==> src/rtl/sdf_pkg.sv <==
// shared constants, types and state encoding for the snapshot delta filter
`default_nettype none
package sdf_pkg;

  localparam int CacheEntries = 256;
  localparam int PendDepth    = 32;

  localparam int IdxW     = $clog2(CacheEntries);
  localparam int PendW    = $clog2(PendDepth + 1);
  localparam int PendIdxW = (PendDepth > 1) ? $clog2(PendDepth) : 1;
  localparam int StW      = 5 * 64 + 32;

  localparam logic [IdxW:0]  ScanEnd  = (IdxW + 1)'(CacheEntries);
  localparam logic [PendW-1:0] PendMax = PendW'(PendDepth);

  localparam logic [1:0] KindState   = 2'd0;
  localparam logic [1:0] KindDespawn = 2'd1;
  localparam logic [1:0] KindEnd     = 2'd2;

  typedef enum logic [3:0] {
    StIdle,
    StLkChk,
    StLkCmp,
    StStRd,
    StStCmp,
    StLkEnd,
    StEmitSt,
    StSwChk,
    StSwPush,
    StFlChk,
    StFlEmit,
    StEndEmit
  } ctrl_state_e;

  typedef struct packed {
    logic cap;
    logic scan_inc;
    logic rd_id;
    logic note_free;
    logic set_found;
    logic rd_st;
    logic set_seen_hit;
    logic wr_st_hit;
    logic ins_free;
    logic clr_slot;
    logic clr_seen;
    logic push;
    logic fl_clr;
    logic fl_inc;
    logic rd_pend;
    logic load_st;
    logic load_desp;
    logic load_end;
  } sdf_cmd_t;

  typedef struct packed {
    logic scan_done;
    logic cur_valid;
    logic cur_seen;
    logic id_match;
    logic st_equal;
    logic is_end;
    logic interest;
    logic full;
    logic fl_more;
    logic out_free;
  } sdf_status_t;

endpackage
`default_nettype wire

==> src/rtl/sdf_ctrl.sv <==
// controller state machine sequencing lookup, sweep and flush
`default_nettype none
module sdf_ctrl (
  input  wire logic               clk_i,
  input  wire logic               rst_ni,
  input  wire logic               in_valid_i,
  output logic                    in_stall_o,
  input  wire sdf_pkg::sdf_status_t sts_i,
  output sdf_pkg::sdf_cmd_t       cmd_o
);

  sdf_pkg::ctrl_state_e state_q, state_d;

  // state register
  always_ff @(posedge clk_i or negedge rst_ni) begin
    if (!rst_ni) begin
      state_q <= sdf_pkg::StIdle;
    end else begin
      state_q <= state_d;
    end
  end

  // next state and commands
  always_comb begin
    state_d    = state_q;
    cmd_o      = '0;
    in_stall_o = 1'b1;
    unique case (state_q)
      sdf_pkg::StIdle: begin
        in_stall_o = 1'b0;
        if (in_valid_i) begin
          cmd_o.cap = 1'b1;
          state_d   = sdf_pkg::StLkChk;
        end
      end
      sdf_pkg::StLkChk: begin
        // entered after capture, this state also routes end markers and skipped items
        if (sts_i.is_end) begin
          state_d = sdf_pkg::StSwChk;
        end else if (!sts_i.interest) begin
          state_d = sdf_pkg::StIdle;
        end else if (sts_i.scan_done) begin
          state_d = sdf_pkg::StLkEnd;
        end else if (sts_i.cur_valid) begin
          cmd_o.rd_id = 1'b1;
          state_d     = sdf_pkg::StLkCmp;
        end else begin
          cmd_o.note_free = 1'b1;
          cmd_o.scan_inc  = 1'b1;
        end
      end
      sdf_pkg::StLkCmp: begin
        if (sts_i.id_match) begin
          cmd_o.set_found = 1'b1;
          state_d         = sdf_pkg::StStRd;
        end else begin
          cmd_o.scan_inc = 1'b1;
          state_d        = sdf_pkg::StLkChk;
        end
      end
      sdf_pkg::StStRd: begin
        cmd_o.rd_st = 1'b1;
        state_d     = sdf_pkg::StStCmp;
      end
      sdf_pkg::StStCmp: begin
        cmd_o.set_seen_hit = 1'b1;
        if (sts_i.st_equal) begin
          state_d = sts_i.full ? sdf_pkg::StEmitSt : sdf_pkg::StIdle;
        end else begin
          cmd_o.wr_st_hit = 1'b1;
          state_d         = sdf_pkg::StEmitSt;
        end
      end
      sdf_pkg::StLkEnd: begin
        cmd_o.ins_free = 1'b1;
        state_d        = sdf_pkg::StEmitSt;
      end
      sdf_pkg::StEmitSt: begin
        if (sts_i.out_free) begin
          cmd_o.load_st = 1'b1;
          state_d       = sdf_pkg::StIdle;
        end
      end
      sdf_pkg::StSwChk: begin
        if (sts_i.scan_done) begin
          cmd_o.fl_clr = 1'b1;
          state_d      = sdf_pkg::StFlChk;
        end else if (sts_i.cur_valid && !sts_i.cur_seen) begin
          cmd_o.rd_id = 1'b1;
          state_d     = sdf_pkg::StSwPush;
        end else begin
          cmd_o.clr_seen = 1'b1;
          cmd_o.scan_inc = 1'b1;
        end
      end
      sdf_pkg::StSwPush: begin
        cmd_o.clr_slot = 1'b1;
        cmd_o.push     = 1'b1;
        cmd_o.scan_inc = 1'b1;
        state_d        = sdf_pkg::StSwChk;
      end
      sdf_pkg::StFlChk: begin
        if (sts_i.fl_more) begin
          cmd_o.rd_pend = 1'b1;
          state_d       = sdf_pkg::StFlEmit;
        end else begin
          state_d = sdf_pkg::StEndEmit;
        end
      end
      sdf_pkg::StFlEmit: begin
        if (sts_i.out_free) begin
          cmd_o.load_desp = 1'b1;
          cmd_o.fl_inc    = 1'b1;
          state_d         = sdf_pkg::StFlChk;
        end
      end
      sdf_pkg::StEndEmit: begin
        if (sts_i.out_free) begin
          cmd_o.load_end = 1'b1;
          state_d        = sdf_pkg::StIdle;
        end
      end
      default: state_d = sdf_pkg::StIdle;
    endcase
  end

endmodule
`default_nettype wire

==> config.mk <==
export PLATFORM = sky130hd
export DESIGN_NAME = sdf_ctrl
export DESIGN_NICKNAME = d
export VERILOG_FILES = /design/src/rtl/sdf_pkg.sv /design/src/rtl/sdf_ctrl.sv
export SDC_FILE = /design/constraint.sdc
export NUM_CORES = 1
export LEC_CHECK = 0
export ABC_AREA = 1
export BUFFER_PORTS_ARGS = -buffer_cell sky130_fd_sc_hd__buf_2
export CORE_AREA = 2 2 39 41
export CTS_CLUSTER_DIAMETER = 150
export DETAILED_ROUTE_END_ITERATION = 8
export DIE_AREA = 0 0 41 43
export PLACE_DENSITY = 0.76
export SLEW_MARGIN = 20
export SYNTH_ARGS = -nofsm -noshare
export SYNTH_HDL_FRONTEND = slang
export SYNTH_SLANG_ARGS = --single-unit
export TNS_END_PERCENT = 10
==> constraint.sdc <==
create_clock -name clk_i -period 1.55 [get_ports clk_i]
set_clock_uncertainty 0.15 [all_clocks]
set_input_delay 0.0775 -clock clk_i [delete_from_list [all_inputs] [get_ports clk_i]]
set_output_delay 0.0775 -clock clk_i [all_outputs]
set_load 0.02 [all_outputs]
==> impl_metrics.csv <==
group,metric,value,unit
final_layout,layout_commonest_cell,"sky130_fd_sc_hd__nand2_1",
timing,worstMarginPinSlew,0.249,ns
clock_tree,cts_root_buf,"sky130_fd_sc_hd__clkbuf_4",
synthesis,ys_seq_area_share,18.4,%
drt,drt_drc_violations_left,0,
clock_tree,cts_inserted_buffers,3,
timing,setup_violations,8,
drt,routed_wire_length_per_instance,11.8,um
synthesis,yosysWarnings,0,
synthesis,synth_mux_area_share,0,%
synthesis,mappedNetlistNets,120,
final_layout,most-common-layout-cells,"35 x sky130_fd_sc_hd__nand2_1, 24 x sky130_fd_sc_hd__buf_2, 15 x sky130_fd_sc_hd__inv_1",
drt,vias_per_cell,5.18,
timing,maxSlewViolCount,0,
synthesis,post_synth_xor_area_fraction,0,%
clock_tree,clock_sinks,4,
clock_tree,clock_path_buffers,2,
worst_setup_path,criticalPathCategory,"flip-flop to primary output",
synthesis,synth_adder_area_share,0,%
power,sw_frac_of_total,56.0,%
power,worst_ir_drop_vdd,0.809,mV
synthesis,synth.ff_latch_count,4,
worst_setup_path,cpMostUsedCell,"sky130_fd_sc_hd__nor2_4",
worst_setup_path,timing.critical_path.arrival,1.40,ns
drt,drt-pass1-iter-count,4,
worst_setup_path,critPathTopFamily,"flip-flops",
final_layout,n_antenna_cell,0,
worst_setup_path,critical_path_buf_inv_count,1,
power,power_switching,0.000969,W
clock_tree,cts_tree,"yes",
worst_setup_path,worstPathRequired,1.32,ns
place,gp_congestion,0.927,
timing,worst_slack,-0.0742,ns
min_path,worst_hold_class,"input port to asynchronous set/reset pin",
synthesis,netlist-cell-type-count,16,
synthesis,synthDominantAreaCellType,"sky130_fd_sc_hd__nand2_1",
place,dpl_cell_area,711,um2
final_layout,nNetsFinal,164,
global_route,grt_pass1_wl,2980,um
outcome,failed_checks,"setup timing",
die,row_count,14,
die,die-area,0.00176,mm2
power,combPwrFrac,74.8,%
synthesis,synth.area.top_cells,"sky130_fd_sc_hd__nand2_1 27%, sky130_fd_sc_hd__dfrtp_1 18%, sky130_fd_sc_hd__nor2_1 14%",
place,port_buffer_count,31,
power,cellPowerDensity,1860,mW/mm2
final_layout,largest_register_by_flop_count,"state_q",
synthesis,synthSimpleGateAreaFrac,60.4,%
synthesis,yosysTopAreaCellShare,27.0,%
synthesis,synth_area,543,um2
power,overall_power_after_layout,0.00173,W
timing,fin_setup_tns,-0.212,ns
global_route,largest_net_degree_at_the_start_of_global_routing,7,
worst_setup_path,critPathCaptureType,"primary output",
global_route,globalRoute.totalOverflow,0,
power,p_int,0.000763,W
final_layout,biggestRegsByFlops,"state_q (4)",
synthesis,synth_top_family_by_area,"simple AND/OR/NAND/NOR gates",
outcome,outcome,"finished with violations",
timing,finalHoldViolCount,0,
clock_tree,ctsHtreeMaxLevel,1,
worst_setup_path,critPathMaxStageDelay,0.47,ns
die,start_util,39.2,%
drt,antenna_left,0,
global_route,antenna_found_initial,0,
final_layout,final_layout_size_suffix_gt1_share,51.0,%
power,pwr-share-clk,7.5,%
drt,route.final.wire_length,1940,um
worst_setup_path,cp_slowest_cell,"sky130_fd_sc_hd__dfrtp_2",
clock_tree,clk_latency,0.24,ns
clock_tree,clkTransAtPathRegs,0.04,ns
final_layout,layout.core_utilization,67.5,%
final_layout,synthToLayoutAreaGrowth,71.9,%
timing,max_freq,0.616,GHz
synthesis,syn_avg_cell_area,5.07,um2
timing,timing.final.crit_share,105,%
global_route,grt_pass1_vias,735,
worst_setup_path,setup.worst_path.start_class,"flip-flop",
worst_setup_path,timing.rr.start,"state_q[2]$_DFFE_PN0P_",
power,share_seq_of_total_power,17.7,%
power,power.leakage,0.585,nW
worst_setup_path,crit_path_start,"state_q[3]$_DFFE_PN0P_",
worst_setup_path,timing.critical_path.fanout_max,4,
timing,relSlewSlack,83.3,%
global_route,grt.total_usage,24.0,%
synthesis,syn_inst,107,
place,detailed_place_hpwl,1290,um
timing,rsz0062_at_grt,"true",
drt,via_count_of_the_routed_design,855,
drt,drt_iter0_drc,36,
die,core_area,0.00138,mm2
final_layout,final_design_area_no_fill,933,um2
final_layout,largest_register_ffs,4,
synthesis,synth_compound_area_share,3.92,%
run,maxCapViolations,0,
die,pin_count,32,
worst_setup_path,path_cells,"nor2_4 > nand2_4 > nor2_4 > nor2_2 > o211ai_1 > buf_4",
die,die_h,43,um
timing,fin_crit,1.62,ns
die,die_w,41,um
## cell usage after synthesis, drive strengths merged
cell,instances
nand2,42
o32ai,1
nand4,1
nor4,1
nor2,24
o211ai,1
inv,21
dfrtp,4
nand3,8
buf,2
o21ai,1
nor3,1
## worst register-to-register path, delay by kind of cell (launching register included)
kind / cells / cell delay, ns
buffers and inverters: 2 / 0.22
flip-flops: 1 / 0.46
AND/OR/NAND/NOR: 8 / 0.59
## area by class of cell
| type | instances | area [um2] |
|---|---|---|
| Inverter | 21 | 81.3 |
| Clock buffer | 3 | 22.5 |
| Tap cell | 16 | 20.0 |
| Fill cell | 123 | 450 |
| Timing Repair Buffer | 41 | 258 |
| Multi-Input combinational cell | 80 | 447 |
| Sequential cell | 4 | 105 |
## path summary, 6_finish.rpt
| kind | to | slack [ns] | cells after the start |
|---|---|---|---|
| min | state_q[2]$_DFFE_PN0P_ | 0.02 | 2 |
| max in group asynchronous | state_q[0]$_DFFE_PN0P_ | 1.09 | 2 |
| max | cmd_o[16] | -0.07 | 6 |
| max reg2reg | state_q[0]$_DFFE_PN0P_ | 0 | 10 |
| min in group clk_i | state_q[0]$_DFFE_PN0P_ | 0.13 | 6 |
| min reg2reg | state_q[0]$_DFFE_PN0P_ | 0.44 | 2 |
## routing by layer
metal	wire, um	vias to the layer above	part of all wire (%)	track usage [%]
li1	-	405	-	-
met1	777	387	40	31.4
met2	958	50	49	37.5
met3	121	13	6.2	3.66
met4	87	0	4.5	10.0
met5	0	-	0	0
## through the flow
step	cells	hold slack (ns)	setup WS, ns
final	165	0.0223	-0.0742
after global routing	165	0.0223	-0.141
after CTS	163	0.0298	-0.0775
after detailed placement	153	-0.268	0.0171
after global placement	153	-0.268	0.0294
after floorplan	107	-0.368	0.00761
## power by group through the flow
| stage | combinational, W | sequential [W] | clock [W] |
|---|---|---|---|
| 3_5_place_dp | 0.000905 | 0.000244 | 0 |
| 3_3_place_gp | 0.000908 | 0.000242 | 0 |
| 4_1_cts | 0.00109 | 0.000280 | 0.000127 |
| 5_1_grt | 0.00142 | 0.000309 | 0.000141 |
| 6_report | 0.00130 | 0.000306 | 0.000130 |
| 2_1_floorplan | 0.000684 | 0.000222 | 0 |
## repair_timing
action                                  in CTS  in global routing
endpoints found under the setup margin      11                 21
endpoints found under the hold margin        4                  0
setup buffers                                6                  2
pin swaps                                    4                 10
gates resized for setup                     20                 22
hold buffers                                 1                  0
## logic make-up (layout without fill, tap and decap cells)
logic type	after synthesis	count (layout)
buf+inv	23	65
simple gates	77	77
flops	4	4
compound gates	3	3
No activity file was read; power rests on OpenSTA's default activity.
